--- config.mk ---
export PLATFORM = sky130hd
export DESIGN_NAME = remote_pulse_distance_encoder
export DESIGN_NICKNAME = d
export VERILOG_FILES = /design/src/sv/rpde_pkg.sv /design/src/sv/rpde_next.sv /design/src/sv/remote_pulse_distance_encoder.sv
export SDC_FILE = /design/constraint.sdc
export NUM_CORES = 1
export LEC_CHECK = 0
export BUFFER_PORTS_ARGS = -buffer_cell sky130_fd_sc_hd__buf_2
export CAP_MARGIN = 30
export CORE_MARGIN = 2
export CORE_UTILIZATION = 28
export DETAILED_ROUTE_END_ITERATION = 10
export PLACE_DENSITY = 0.44
export SYNTH_ARGS = -nofsm -noshare
export SYNTH_HDL_FRONTEND = slang
export SYNTH_SLANG_ARGS = --single-unit
export TNS_END_PERCENT = 20
--- constraint.sdc ---
create_clock -name clk -period 10.3 [get_ports clk]
set_clock_uncertainty 0.1 [all_clocks]
set_input_delay 1.545 -clock clk [delete_from_list [all_inputs] [get_ports clk]]
set_output_delay 1.545 -clock clk [all_outputs]
set_load 0.005 [all_outputs]
--- src/sv/rpde_pkg.sv ---
`default_nettype none
package rpde_pkg;

	localparam int DATA_BITS              = 7;
	localparam int REPEATED_COMMAND_SENDS = 1;
	localparam int FRAME_LEN              = 2 * DATA_BITS + 3;
	localparam int POS_W                  = $clog2(FRAME_LEN + 1);
	localparam int TIME_W                 = 18;
	localparam int CMD_W                  = 7;
	localparam int SENDS_W                = 3;
	localparam int CFG_IDX_W              = 3;
	localparam int CFG_DATA_W             = 18;

	// register indexes
	localparam logic [CFG_IDX_W-1:0] REG_BIT_TIME    = 3'd0;
	localparam logic [CFG_IDX_W-1:0] REG_LEAD_PULSE  = 3'd1;
	localparam logic [CFG_IDX_W-1:0] REG_LEAD_PAUSE  = 3'd2;
	localparam logic [CFG_IDX_W-1:0] REG_FRAME_GAP   = 3'd3;
	localparam logic [CFG_IDX_W-1:0] REG_HOLD_DELAY  = 3'd4;
	localparam logic [CFG_IDX_W-1:0] REG_HOLD_CMD    = 3'd5;
	localparam logic [CFG_IDX_W-1:0] REG_DEV_ADDR    = 3'd6;
	localparam logic [CFG_IDX_W-1:0] REG_NEW_SENDS   = 3'd7;

	localparam logic [15:0]         RST_BIT_TIME   = 16'd530;
	localparam logic [15:0]         RST_LEAD_PULSE = 16'd9000;
	localparam logic [15:0]         RST_LEAD_PAUSE = 16'd4000;
	localparam logic [15:0]         RST_FRAME_GAP  = 16'd16000;
	localparam logic [17:0]         RST_HOLD_DELAY = 18'd175000;
	localparam logic [CMD_W-1:0]    RST_HOLD_CMD   = 7'h04;
	localparam logic [CMD_W-1:0]    RST_DEV_ADDR   = 7'h47;
	localparam logic [SENDS_W-1:0]  RST_NEW_SENDS  = 3'd3;
	localparam logic [CMD_W:0]      LAST_CMD_NONE  = 8'd255;

	typedef enum logic [2:0] {
		PH_IDLE,
		PH_LEAD,
		PH_PAUSE,
		PH_BIT_ON,
		PH_BIT_OFF,
		PH_GAP,
		PH_HOLD
	} phase_t;

	typedef struct packed {
		logic [15:0]        bit_time;
		logic [15:0]        lead_pulse;
		logic [15:0]        lead_pause;
		logic [15:0]        frame_gap;
		logic [17:0]        hold_delay;
		logic [CMD_W-1:0]   hold_command;
		logic [CMD_W-1:0]   device_address;
		logic [SENDS_W-1:0] new_command_sends;
	} cfg_t;

	typedef struct packed {
		phase_t               phase;
		logic [TIME_W-1:0]    time_left;
		logic [POS_W-1:0]     bit_position;
		logic [FRAME_LEN-1:0] frame_bits;
		logic [SENDS_W-1:0]   sends_left;
		logic [CMD_W-1:0]     current_command;
		logic [CMD_W:0]       last_command;
	} enc_state_t;

	typedef struct packed {
		logic line_active;
		logic busy_res;
		logic accepted;
	} res_t;

endpackage
`default_nettype wire

--- src/sv/rpde_next.sv ---
`default_nettype none
module rpde_next (
	input  var rpde_pkg::enc_state_t  cur,
	input  var rpde_pkg::cfg_t        cfg,
	input  wire                       opcode,
	input  wire [rpde_pkg::CMD_W-1:0] command,
	output rpde_pkg::enc_state_t      nxt,
	output rpde_pkg::res_t            res
);

	typedef enum logic [1:0] {ST_LEAD, ST_PAUSE, ST_BIT, ST_GAP} stage_t;

	// any segment of nonzero length left in the frame from this stage on
	function automatic logic found(rpde_pkg::cfg_t c, stage_t start);
		logic f;
		case (start)
			ST_LEAD:  f = (c.lead_pulse != '0) || (c.lead_pause != '0) ||
				(c.bit_time != '0) || (c.frame_gap != '0);
			ST_PAUSE: f = (c.lead_pause != '0) || (c.bit_time != '0) || (c.frame_gap != '0);
			ST_BIT:   f = (c.bit_time != '0) || (c.frame_gap != '0);
			ST_GAP:   f = (c.frame_gap != '0);
			default:  f = 1'b0;
		endcase
		return f;
	endfunction

	// first nonzero segment at or after start
	function automatic rpde_pkg::enc_state_t pick(rpde_pkg::enc_state_t s, rpde_pkg::cfg_t c,
			stage_t start);
		rpde_pkg::enc_state_t n;
		n = s;
		if (start == ST_LEAD && c.lead_pulse != '0) begin
			n.phase     = rpde_pkg::PH_LEAD;
			n.time_left = rpde_pkg::TIME_W'(c.lead_pulse);
		end else if (start <= ST_PAUSE && c.lead_pause != '0) begin
			n.phase     = rpde_pkg::PH_PAUSE;
			n.time_left = rpde_pkg::TIME_W'(c.lead_pause);
		end else if (start <= ST_BIT && c.bit_time != '0) begin
			n.phase        = rpde_pkg::PH_BIT_ON;
			n.bit_position = '0;
			n.time_left    = rpde_pkg::TIME_W'(c.bit_time);
		end else if (c.frame_gap != '0) begin
			n.phase        = rpde_pkg::PH_GAP;
			n.bit_position = rpde_pkg::POS_W'(rpde_pkg::FRAME_LEN);
			n.time_left    = rpde_pkg::TIME_W'(c.frame_gap);
		end else begin
			n.phase     = rpde_pkg::PH_IDLE;
			n.time_left = '0;
		end
		return n;
	endfunction

	// end of a frame: next frame, hold delay or idle; empty frames all collapse
	function automatic rpde_pkg::enc_state_t after_frame(rpde_pkg::enc_state_t s,
			rpde_pkg::cfg_t c);
		rpde_pkg::enc_state_t n;
		n = s;
		n.sends_left = (s.sends_left != '0) ? s.sends_left - 1'b1 : '0;
		if (n.sends_left != '0 && found(c, ST_LEAD)) begin
			n = pick(n, c, ST_LEAD);
		end else begin
			n.sends_left = '0;
			if (s.current_command == c.hold_command && c.hold_delay != '0) begin
				n.phase     = rpde_pkg::PH_HOLD;
				n.time_left = c.hold_delay;
			end else begin
				n.phase     = rpde_pkg::PH_IDLE;
				n.time_left = '0;
			end
		end
		return n;
	endfunction

	function automatic rpde_pkg::enc_state_t from_stage(rpde_pkg::enc_state_t s,
			rpde_pkg::cfg_t c, stage_t start);
		rpde_pkg::enc_state_t n;
		if (found(c, start))
			n = pick(s, c, start);
		else
			n = after_frame(s, c);
		return n;
	endfunction

	logic                      seg_end;
	logic                      cur_bit;
	logic [rpde_pkg::TIME_W-1:0] off_time;
	logic [rpde_pkg::POS_W-1:0]  pos_inc;
	logic [rpde_pkg::SENDS_W-1:0] sends_new;
	rpde_pkg::enc_state_t      base;

	assign seg_end = (cur.time_left <= rpde_pkg::TIME_W'(1));
	assign cur_bit = (cur.bit_position < rpde_pkg::POS_W'(rpde_pkg::FRAME_LEN)) ?
		cur.frame_bits[cur.bit_position] : 1'b0;
	assign off_time = cur_bit ?
		rpde_pkg::TIME_W'({cfg.bit_time, 1'b0}) + rpde_pkg::TIME_W'(cfg.bit_time) :
		rpde_pkg::TIME_W'(cfg.bit_time);
	assign pos_inc = cur.bit_position + 1'b1;
	assign sends_new = ({1'b0, command} == cur.last_command) ?
		rpde_pkg::SENDS_W'(rpde_pkg::REPEATED_COMMAND_SENDS) :
		((cfg.new_command_sends == '0) ? rpde_pkg::SENDS_W'(1) : cfg.new_command_sends);

	// next state
	always_comb begin
		nxt  = cur;
		base = cur;
		if (opcode) begin
			if (cur.phase == rpde_pkg::PH_IDLE) begin
				base.last_command    = {1'b0, command};
				base.current_command = command;
				base.sends_left      = sends_new;
				base.frame_bits      = '0;
				base.frame_bits[0]   = 1'b1;
				base.frame_bits[rpde_pkg::DATA_BITS:1] =
					rpde_pkg::DATA_BITS'(cfg.device_address);
				base.frame_bits[2*rpde_pkg::DATA_BITS:rpde_pkg::DATA_BITS+1] =
					rpde_pkg::DATA_BITS'(command);
				base.frame_bits[rpde_pkg::FRAME_LEN-1 -: 2] = 2'b11;
				base.bit_position    = '0;
				nxt = from_stage(base, cfg, ST_LEAD);
			end
		end else if (cur.phase != rpde_pkg::PH_IDLE) begin
			if (!seg_end) begin
				nxt.time_left = cur.time_left - 1'b1;
			end else begin
				case (cur.phase)
					rpde_pkg::PH_LEAD:  nxt = from_stage(cur, cfg, ST_PAUSE);
					rpde_pkg::PH_PAUSE: nxt = from_stage(cur, cfg, ST_BIT);
					rpde_pkg::PH_BIT_ON: begin
						if (off_time != '0) begin
							nxt.phase     = rpde_pkg::PH_BIT_OFF;
							nxt.time_left = off_time;
						end else if (pos_inc < rpde_pkg::POS_W'(rpde_pkg::FRAME_LEN) &&
								cfg.bit_time != '0) begin
							nxt.phase        = rpde_pkg::PH_BIT_ON;
							nxt.bit_position = pos_inc;
							nxt.time_left    = rpde_pkg::TIME_W'(cfg.bit_time);
						end else begin
							nxt = from_stage(cur, cfg, ST_GAP);
						end
					end
					rpde_pkg::PH_BIT_OFF: begin
						// a zero bit time skips every remaining bit
						if (pos_inc < rpde_pkg::POS_W'(rpde_pkg::FRAME_LEN) &&
								cfg.bit_time != '0) begin
							nxt.phase        = rpde_pkg::PH_BIT_ON;
							nxt.bit_position = pos_inc;
							nxt.time_left    = rpde_pkg::TIME_W'(cfg.bit_time);
						end else begin
							base.bit_position = pos_inc;
							nxt = from_stage(base, cfg, ST_GAP);
						end
					end
					rpde_pkg::PH_GAP: nxt = after_frame(cur, cfg);
					default: begin
						nxt.phase     = rpde_pkg::PH_IDLE;
						nxt.time_left = '0;
					end
				endcase
			end
		end
	end

	// result word: a tick reports the microsecond now passing, a request the one after it
	always_comb begin
		res.accepted = opcode && (cur.phase == rpde_pkg::PH_IDLE);
		if (opcode) begin
			res.line_active = (nxt.phase == rpde_pkg::PH_LEAD) ||
				(nxt.phase == rpde_pkg::PH_BIT_ON);
			res.busy_res    = (nxt.phase != rpde_pkg::PH_IDLE);
		end else begin
			res.line_active = (cur.phase == rpde_pkg::PH_LEAD) ||
				(cur.phase == rpde_pkg::PH_BIT_ON);
			res.busy_res    = (cur.phase != rpde_pkg::PH_IDLE);
		end
	end

endmodule
`default_nettype wire

--- src/sv/remote_pulse_distance_encoder.sv ---
// an accepted input word is held in the input register, then its result word in the result register
// throughput: one word per cycle while the result side is not stalled, set by the combinational state
// update between the input register and the result register
// reset: arst_n clears control state asynchronously and restores the register
// defaults; the line is idle and no command has been sent yet
`default_nettype none
module remote_pulse_distance_encoder (
	input  wire                                 clk,
	input  wire                                 arst_n,
	input  wire                                 s_tvalid,
	output logic                                s_tready,
	input  wire [7:0]                           s_tdata,   // [6:0] command
	input  wire                                 s_tuser,   // [0] opcode
	output logic                                m_tvalid,
	input  wire                                 m_tready,
	output logic [7:0]                          m_tdata,   // [0] line_active, [1] busy_res, [2] accepted
	input  wire                                 cfg_we,
	input  wire [rpde_pkg::CFG_IDX_W-1:0]       cfg_index,
	input  wire [rpde_pkg::CFG_DATA_W-1:0]      cfg_data
);

	rpde_pkg::cfg_t       cfg_q;
	rpde_pkg::enc_state_t state_q;
	rpde_pkg::enc_state_t state_nxt;
	rpde_pkg::res_t       res;

	logic                         valid_s1;
	logic                         opcode_s1;
	logic [rpde_pkg::CMD_W-1:0]   command_s1;
	logic                         advance;

	assign advance  = !m_tvalid || m_tready;
	assign s_tready = !valid_s1 || advance;

	always_ff @(posedge clk or negedge arst_n) begin
		if (!arst_n) begin
			cfg_q.bit_time          <= rpde_pkg::RST_BIT_TIME;
			cfg_q.lead_pulse        <= rpde_pkg::RST_LEAD_PULSE;
			cfg_q.lead_pause        <= rpde_pkg::RST_LEAD_PAUSE;
			cfg_q.frame_gap         <= rpde_pkg::RST_FRAME_GAP;
			cfg_q.hold_delay        <= rpde_pkg::RST_HOLD_DELAY;
			cfg_q.hold_command      <= rpde_pkg::RST_HOLD_CMD;
			cfg_q.device_address    <= rpde_pkg::RST_DEV_ADDR;
			cfg_q.new_command_sends <= rpde_pkg::RST_NEW_SENDS;
		end else if (cfg_we) begin
			case (cfg_index)
				rpde_pkg::REG_BIT_TIME:   cfg_q.bit_time   <= cfg_data[15:0];
				rpde_pkg::REG_LEAD_PULSE: cfg_q.lead_pulse <= cfg_data[15:0];
				rpde_pkg::REG_LEAD_PAUSE: cfg_q.lead_pause <= cfg_data[15:0];
				rpde_pkg::REG_FRAME_GAP:  cfg_q.frame_gap  <= cfg_data[15:0];
				rpde_pkg::REG_HOLD_DELAY: cfg_q.hold_delay <= cfg_data[17:0];
				rpde_pkg::REG_HOLD_CMD:   cfg_q.hold_command <= cfg_data[rpde_pkg::CMD_W-1:0];
				rpde_pkg::REG_DEV_ADDR:   cfg_q.device_address <= cfg_data[rpde_pkg::CMD_W-1:0];
				rpde_pkg::REG_NEW_SENDS:
					cfg_q.new_command_sends <= cfg_data[rpde_pkg::SENDS_W-1:0];
				default: ;
			endcase
		end
	end

	// input register
	always_ff @(posedge clk or negedge arst_n) begin
		if (!arst_n) begin
			valid_s1 <= 1'b0;
		end else if (s_tready) begin
			valid_s1 <= s_tvalid;
		end
	end

	always_ff @(posedge clk) begin
		if (s_tready && s_tvalid) begin
			opcode_s1  <= s_tuser;
			command_s1 <= s_tdata[rpde_pkg::CMD_W-1:0];
		end
	end

	rpde_next u_next (
		.cur     (state_q),
		.cfg     (cfg_q),
		.opcode  (opcode_s1),
		.command (command_s1),
		.nxt     (state_nxt),
		.res     (res)
	);

	always_ff @(posedge clk or negedge arst_n) begin
		if (!arst_n) begin
			state_q.phase           <= rpde_pkg::PH_IDLE;
			state_q.time_left       <= '0;
			state_q.bit_position    <= '0;
			state_q.frame_bits      <= '0;
			state_q.sends_left      <= '0;
			state_q.current_command <= '0;
			state_q.last_command    <= rpde_pkg::LAST_CMD_NONE;
			m_tvalid                <= 1'b0;
		end else if (advance) begin
			m_tvalid <= valid_s1;
			if (valid_s1)
				state_q <= state_nxt;
		end
	end

	// result register
	always_ff @(posedge clk) begin
		if (advance && valid_s1)
			m_tdata <= {5'b0, res.accepted, res.busy_res, res.line_active};
	end

endmodule
`default_nettype wire

# [Word-level counts from Yosys, hierarchy flattened]
# Index checks and enable logic that the tools add are counted.
[op_classes] reduce_logical=55 n_mux=140 magnitude_cmp=4 add_sub_neg=5 n_eq_ne=31
[op_table] operator="two-way mux 26 bit" n=24
[op_table] operator="two-way mux 61 bit" n=8
[op_table] operator="two-way mux 21 bit" n=18
[op_table] operator="case mux 40 bit (5 select lines)" n=1
[op_table] operator="two-way mux 22 bit" n=6
[op_table] operator="case mux 21 bit (5 select lines)" n=1
[op_table] operator="two-way mux 40 bit" n=2
[op_table] operator="two-way mux 35 bit" n=2
[op_table] operator="nonzero test 16 bit" n=4
[op_table] operator="two-way mux 5 bit" n=11
[op_table] operator="two-way mux 1 bit" n=52
[op_table] operator="two-way mux 18 bit" n=2
[op_table] operator="nonzero test 18 bit" n=2
[op_table] operator="two-way mux 3 bit" n=11
[op_table] operator="AND reduction 13 bit" n=2
[op_table] operator="inequality test 3 bit (second input constant)" n=7
[op_table] operator="adder 17 x 16 -> 18 bit" n=1
[op_table] operator="== test 3 bit (second input constant)" n=6
[op_table] operator="<= comparator 18 x 1 -> 1 bit (second input constant)" n=1
[op_table] operator="AND reduction 2 bit" n=9
[op_table] operator="nonzero test 3 bit" n=6
[op_table] operator="subtractor 18 x 1 -> 18 bit (second input constant)" n=1
[op_table] operator="== test 3 x 2 -> 1 bit (second input constant)" n=5
[op_table] operator="== test 7 bit" n=2
[op_table] operator="20 further kinds" n=51
[word_totals] register_bits=173 in_bits=35 output_inout_bits=10

# [Longest topological paths before layout]
# Gate-level depths: netlist (run 1).
[logic_depth] depth_word=39 ltp_mapped=14

# [Modules after synthesis]
# A second synthesis (run 1) with hierarchy kept.
[unflattened] cells_unflattened=1409 area_unflattened_um2=12622.1
[modules_own_cells] mod="remote_pulse_distance_encoder" seq_area_each_um2=4439.3 instances=1 cells_each=370 area_each_um2=6547.5
[modules_own_cells] mod="rpde_next" seq_area_each_um2=0.0 instances=1 cells_each=1039 area_each_um2=6074.6

# [Worst setup path before layout (run 1)]
# No wires, ideal clock.
[synth_timing] path_type="flip-flop to flip-flop" from="register cfg_q[84] in the netlist's numbering" to="register state_q[38] in the netlist's numbering" setup_slack_ns=6.761 period_less_slack_ns=3.539 path_buffers=0 setup_ns=0.095 path_stages_with_launch=13 arrival_ns=3.343 path_cell_list="dfstp_2 -> ha_1 -> inv_1 -> fa_1 -> nand2b_1 -> a211o_1 -> a211oi_2 -> o311a_1 -> o2111ai_1 -> o311ai_2 -> nand2_2 -> or4_1 -> o31ai_1"
[synth_via] elab_chain_len=22
[synth_lines] item="start, declared" line="remote_pulse_distance_encoder.sv:22" source="rpde_pkg::cfg_t cfg_q;"
[synth_lines] item="nonzero test 16 bit"
[synth_lines] item="two-way mux 26 bit" line="rpde_next.sv:38" source="end else if (start <= ST_BIT && c.bit_time != '0) begin"
[synth_lines] item="two-way mux 26 bit" line="rpde_next.sv:35" source="end else if (start <= ST_PAUSE && c.lead_pause != '0) begin"
[synth_lines] item="two-way mux 26 bit" line="rpde_next.sv:32" source="if (start == ST_LEAD && c.lead_pulse != '0) begin"
[synth_lines] item="two-way mux 26 bit" line="rpde_next.sv:59" source="if (n.sends_left != '0 && found(c, ST_LEAD)) begin"
[synth_lines] item="two-way mux 26 bit" line="rpde_next.sv:77" source="if (found(c, start))"
[synth_lines] item="two-way mux 26 bit" line="rpde_next.sv:132" source="end else if (pos_inc < rpde_pkg::POS_W'(rpde_pkg::FRAME_LEN) &&"
[synth_lines] item="two-way mux 26 bit" line="rpde_next.sv:129" source="if (off_time != '0) begin"
[synth_lines] item="[6 not listed]"
[synth_lines] item="two-way mux 22 bit" line="rpde_next.sv:59"
[synth_lines] item="two-way mux 61 bit" line="rpde_next.sv:77"
[synth_lines] item="two-way mux 26 bit" line="rpde_next.sv:132"
[synth_lines] item="two-way mux 40 bit" line="rpde_next.sv:129"
[synth_lines] item="case mux 40 bit (5 select lines)" line="rpde_next.sv:125" source="case (cur.phase)"
[synth_lines] item="two-way mux 40 bit" line="rpde_next.sv:122" source="if (!seg_end) begin"
[synth_lines] item="two-way mux 61 bit" line="rpde_next.sv:121" source="end else if (cur.phase != rpde_pkg::PH_IDLE) begin"
[synth_lines] item="two-way mux 61 bit" line="rpde_next.sv:106" source="if (opcode) begin"
[synth_lines] item="end signal, assigned" line="remote_pulse_distance_encoder.sv:99" source="state_q <= state_nxt;"
[synth_lines] item="end, declared" line="remote_pulse_distance_encoder.sv:23" source="rpde_pkg::enc_state_t state_q;"
# Parallel ways exist; a longest one is shown, timed or not. The select of a mux whose other input is x is not followed.
# A chain may end at the register's enable or synchronous reset.

# [Final worst setup path (run 1)]
[layout_timing] from="register state_q[35] in the netlist's numbering" to="register state_q[46] in the netlist's numbering"
[layout_via] elab_chain_len=10
[layout_lines] item="binary-select mux 1 bit (select 5 bit)" line="rpde_next.sv:93" source="cur.frame_bits[cur.bit_position] : 1'b0;"
[layout_lines] item="two-way mux 1 bit (not written as such)" line="rpde_next.sv:93"
[layout_lines] item="two-way mux 1 bit" line="rpde_next.sv:92" source="assign cur_bit = (cur.bit_position < rpde_pkg::POS_W'(rpde_pkg::FRAME_LEN)) ?"
[layout_lines] item="two-way mux 18 bit" line="rpde_next.sv:94" source="assign off_time = cur_bit ?"
[layout_lines] item="nonzero test 18 bit" line="rpde_next.sv:129"
[layout_lines] item="two-way mux 21 bit" line="rpde_next.sv:129"
[layout_lines] item="case mux 21 bit (5 select lines) *" line="rpde_next.sv:125"
[layout_lines] item="two-way mux 18 bit *" line="rpde_next.sv:122"
[layout_lines] item="two-way mux 61 bit *" line="rpde_next.sv:121"
[layout_lines] item="two-way mux 61 bit *" line="rpde_next.sv:106"
# Every way passes the cells marked *; elsewhere a longest branch is shown, timed or not. The select of a mux whose other input is x is not followed.

==> impl_metrics.env, run 1 <==
export IMPL_status="completed"
export IMPL_period_minus_slack_ns=4.78
export IMPL_start_util_pct=28.3
export IMPL_cts_tree="yes"
export IMPL_clockBufferDepth=2
export IMPL_min_path_type="reg2reg"
export IMPL_nNetsFinal=1283
export IMPL_required_ns=10.56
export IMPL_clkTransAtPathRegs_ns=0.08
export IMPL_routed_via_density=5.57
export IMPL_dpl_cell_area_um2=11700
export IMPL_critical_path_peak_fanout=17
export IMPL_critPathLaunchType="register"
export IMPL_place_congestion=0.894
export IMPL_critical_path_class="reg2reg"
export IMPL_die_w_um=202
export IMPL_boundaryPins=45
export IMPL_htreeDepth=4
export IMPL_mostFrequentLayoutCells="nand2_1, dfrtp_1, o21ai_0"
export IMPL_die_h_um=202
export IMPL_synth_edf_count=11
export IMPL_drv_slew=0
export IMPL_power_total_mw=2.91
export IMPL_yosys_warnings=0
export IMPL_drc=0
export IMPL_rows=72
export IMPL_wl_per_cell_um=23.0
export IMPL_drive_above_1_share_pct=21.3
export IMPL_synthFlopType="dfrtp_1"
export IMPL_slew_headroom_pct=34.9
export IMPL_portBuffers=38
export IMPL_grt_pass1_vias=9562
export IMPL_min_period_over_period_pct=46.4
export IMPL_layout_commonest_cell="nand2_1"
export IMPL_ant_nets=0
export IMPL_hold_buffers=0
export IMPL_postCtsSetupBuffers=0
export IMPL_syn_avg_cell_area_um2=9.16
export IMPL_routed_wl_mm=40.2
export IMPL_area_growth_pct=12.7
export IMPL_layout_setup_ws_ns=5.52
export IMPL_antenna_found_initial=1
export IMPL_hold_viol=0
export IMPL_ir_drop_mv=0.100
export IMPL_synth_cell_types=93
export IMPL_overflow=0
export IMPL_grt_start_max_net_pins=88
export IMPL_syn_inst=1195
export IMPL_worstPathArrival_ns=5.04
export IMPL_worstMarginPinSlew_ns=0.977
export IMPL_design_area_um2=12300
export IMPL_grtUsageTotal_pct=19.9
export IMPL_cts_resized=0
export IMPL_post_route_util_pct=31.9
export IMPL_die_area_um2=40700
export IMPL_ys_async_sr_fraction_pct=93.3
export IMPL_drt_iter0_drc=815
export IMPL_place_ws_ns=5.68
export IMPL_dpl_hpwl_mm=29.9
export IMPL_cts_sinks=164
export IMPL_antenna_cells=0
export IMPL_vias=9733
export IMPL_cts_root_buffer="clkbuf_16"
export IMPL_p_leak_nw=4.92
export IMPL_syn_area_um2=11000
export IMPL_cap_violations=0
export IMPL_cts_made_buffers=17
export IMPL_core_area_um2=38600
export IMPL_ys_ff_latch=164
export IMPL_dr_pass1_iters=5
export IMPL_ys_seq_area_share_pct=38.5
export IMPL_worstSkewPairLatency_ns=0.45
export IMPL_power_per_cell_area_nw_per_um2=235
export IMPL_max_freq_mhz=209
export IMPL_rsz0062_at_grt="no"
export IMPL_grt_first_pass_wirelength_mm=61.7
export IMPL_setup_viol=0
export IMPL_critPathCaptureType="register"
export IMPL_fin_setup_tns_ns=0
-- cells by family (layout without fill, tap and decap cells) --
kind of cell	after synthesis	in the layout	synth area share, %
AO/OA/AOI/OAI	360	360	21.9
buffers and inverters	97	128	4.00
adder cells (fa/ha/maj)	31	31	3.61
XOR/XNOR	46	46	3.68
other	1	5	0.0342
flip-flops	164	164	38.5
AND/OR/NAND/NOR	384	384	16.8
multiplexers	112	112	11.5
-- state kept, by name, summed over array words and instances, names as in the netlist --
name / count
cfg_q: 99
state_q: 52
command_s1: 7
m_tdata: 3
m_tvalid: 1
opcode_s1: 1
valid_s1: 1
-- where the power goes --
part / leakage (nW) / internal [mW] / switching, mW
Combinational: 2.70 / 0.455 / 0.678
Clock: 0.303 / 0.354 / 0.335
Sequential: 1.92 / 0.847 / 0.237
-- routing by layer --
layer  up-vias  part of all wire (%)  GRT usage [%]
met4         2                   2.5           6.75
li1       4499                     -              -
met2       319                    44           29.9
met1      4864                    48           29.2
met5         -                 0.022              0
met3        49                   5.4           2.82
-- stage by stage --
step / hold WS [ns] / instances
final: 0.365 / 1748
after global routing: 0.384 / 1748
after floorplan: 0.333 / 1199
after CTS: 0.368 / 1748
after global placement: 0.352 / 1715
after detailed placement: 0.354 / 1716
-- cell type report --
| cell class | count | area (µm²) |
|---|---|---|
| Tap cell | 518 | 648 |
| Inverter | 34 | 128 |
| Timing Repair Buffer | 62 | 374 |
| Clock inverter | 15 | 206 |
| Fill cell | 4103 | 26300 |
| Clock buffer | 17 | 425 |
| Sequential cell | 164 | 4210 |
| Multi-Input combinational cell | 938 | 6350 |
-- cells in the mapped netlist (25+ instances only) --
| library cell | number | area [µm²] |
|---|---|---|
| nand2_1 | 155 | 582 |
| dfrtp_1 | 109 | 2730 |
| o21ai_0 | 100 | 500 |
| mux2_2 | 88 | 991 |
| a21oi_1 | 84 | 420 |
| nor2_1 | 76 | 285 |
| clkbuf_1 | 44 | 165 |
| dfstp_2 | 44 | 1160 |
| inv_1 | 31 | 116 |
| ha_1 | 30 | 375 |
| nor4_1 | 29 | 181 |
| nand3_1 | 25 | 125 |
| xnor2_1 | 25 | 219 |
-- critical path, stage by stage (launching register included) --
cell and delay [ns]:
dfrtp_1 0.84, mux4_2 0.65, o211ai_2 0.34, nand3_1 0.48, buf_4 0.38, nand4b_1 0.25, o31a_1 0.22, o31ai_4 0.77
a31oi_1 0.38, o221ai_1 0.25
-- path summary, 6_finish.rpt --
path                                  start           to  slack (ns)  cells past startpoint
worst min-delay path             state_q[6]   state_q[6]        0.37                      2
worst min register to register   state_q[6]   state_q[6]        0.37                      2
worst max-delay path            state_q[35]  state_q[46]        5.52                      9
min in group asynchronous            arst_n  state_q[20]        1.07                      1
worst max register to register  state_q[35]  state_q[46]        5.52                      9
max in group asynchronous            arst_n    cfg_q[83]        7.58                      2
No activity file was read; power rests on OpenSTA's default activity.
==> run 2: changes to the inputs <==
Clock period 10.3 ns to 4.7 ns, I/O delays scaled along.
==> impl_metrics.env, run 2 (synthesis results as in run 1) <==
export IMPL_status="completed"
export IMPL_min_period_over_period_pct=88.9
export IMPL_critPathLaunchType="register"
export IMPL_antenna_found_initial=1
export IMPL_hold_buffers=0
export IMPL_cts_resized=0
export IMPL_htreeDepth=4
export IMPL_setup_viol=0
export IMPL_period_minus_slack_ns=4.18
export IMPL_ant_nets=0
export IMPL_die_area_um2=40700
export IMPL_rows=72
export IMPL_antenna_cells=0
export IMPL_critPathCaptureType="register"
export IMPL_cts_sinks=164
export IMPL_grt_first_pass_wirelength_mm=61.4
export IMPL_reg2reg_depth=12
export IMPL_drt_iter0_drc=849
export IMPL_regMostFlops="cfg_q"
export IMPL_clkTransAtPathRegs_ns=0.08
export IMPL_dpl_hpwl_mm=30.9
export IMPL_dr_pass1_iters=5
export IMPL_start_util_pct=28.3
export IMPL_clockBufferDepth=2
export IMPL_reg2reg_slack_ns=0.52
export IMPL_critical_path_peak_fanout=10
export IMPL_cts_made_buffers=17
export IMPL_worstMarginPinSlew_ns=0.967
export IMPL_ir_drop_mv=0.260
export IMPL_worstSkewPairLatency_ns=0.46
export IMPL_regArea_um2=4210
export IMPL_placed_cells=1735
export IMPL_layout_setup_ws_ns=0.520
export IMPL_nNetsFinal=1302
export IMPL_stdcell_count=1767
export IMPL_vias=9819
export IMPL_max_freq_mhz=239
export IMPL_min_path_type="in2async"
export IMPL_p_leak_nw=5.01
export IMPL_power_per_cell_area_nw_per_um2=511
export IMPL_rr_startpoint="cfg_q[84]"
export IMPL_top_regs="cfg_q x99, state_q x52, command_s1 x7"
export IMPL_fin_setup_tns_ns=0
export IMPL_die_w_um=202
export IMPL_wl_per_cell_um=23.1
export IMPL_boundaryPins=45
export IMPL_slew_headroom_pct=35.5
export IMPL_whs_ns=0.226
export IMPL_overflow=0
export IMPL_fill_cells=4058
export IMPL_routed_via_density=5.56
export IMPL_mostFrequentLayoutCells="nand2_1, dfrtp_1, o21ai_0"
export IMPL_place_congestion=0.948
export IMPL_area_growth_pct=13.8
export IMPL_place_ws_ns=0.624
export IMPL_largest_reg_flops=99
export IMPL_cts_root_buffer="clkbuf_16"
export IMPL_required_ns=4.95
export IMPL_postCtsSetupBuffers=0
export IMPL_routed_wl_mm=40.8
export IMPL_drive_above_1_share_pct=22.4
export IMPL_critical_path_class="reg2reg"
export IMPL_critical_path_max_stage_delay_ns=0.59
export IMPL_die_h_um=202
export IMPL_grtUsageTotal_pct=20.1
export IMPL_portBuffers=38
export IMPL_worstPathArrival_ns=4.43
export IMPL_layout_commonest_cell="nand2_1"
export IMPL_grt_pass1_vias=9514
export IMPL_rsz0062_at_grt="no"
export IMPL_cts_tree="yes"
export IMPL_drc=0
export IMPL_grt_start_max_net_pins=89
export IMPL_core_area_um2=38600
export IMPL_hold_viol=0
export IMPL_slowest_stage="dfstp_2"
export IMPL_post_route_util_pct=32.3
export IMPL_drv_slew=0
export IMPL_r2r_end="state_q[38]"
export IMPL_cap_violations=0
export IMPL_path_cells="ha_1 > inv_1 > fa_1 > nand2b_1 > a211o_1 > a211oi_2 > o311a_1 > o2111ai_1 > o311ai_2 > nand2_2 > or4_1 > o31ai_1"
export IMPL_multi_input_area_um2=6350
## run 2: layout make-up
cell class,instances,area share (%)
Multi-Input combinational cell,938,50.9
Sequential cell,164,33.8
Tap cell,518,5.20
Timing Repair Buffer,81,4.17
Clock buffer,17,3.41
Clock inverter,15,1.48
Inverter,34,1.02
## run 2: through the flow
stage	instance area [µm²]	power (mW)
final	12500	6.37
after detailed placement	11900	4.87
after CTS	12500	6.38
after floorplan	11000	4.02
after global placement	11900	4.86
after global routing	12500	6.78
## run 2: how the worst max path moves through the flow
stage	startpoint	to	slack, ns	cells past startpoint
finish	cfg_q[84]	state_q[38]	0.52	12
global route	cfg_q[84]	state_q[35]	0.33	12
CTS	cfg_q[84]	state_q[38]	0.59	12
detailed placement	cfg_q[84]	state_q[38]	0.62	12
global placement	cfg_q[84]	state_q[35]	0.66	12
floorplan	cfg_q[84]	state_q[38]	1.16	12
## run 2: critical path: cells and delay by family (launching register included)
family	cells	cell delay [ns]
DFF	1	0.59
and+or+nand+nor	3	1.02
AOI/OAI and AO/OA	6	1.68
buffers and inverters	1	0.07
adders and majority gates	2	0.63
## run 2: where the power goes
group	switching (mW)	internal, mW	leakage [nW]
sequential	0.501	1.86	1.92
clock	0.705	0.764	0.299
combinational	1.51	1.03	2.79
## run 2: routing by layer
layer	wire length, µm	share of wire (%)	global-route usage, %
met3	2560	6.3	3.55
met5	13	0.032	0
met4	1110	2.7	7.30
met1	19200	47	28.5
met2	18000	44	30.7
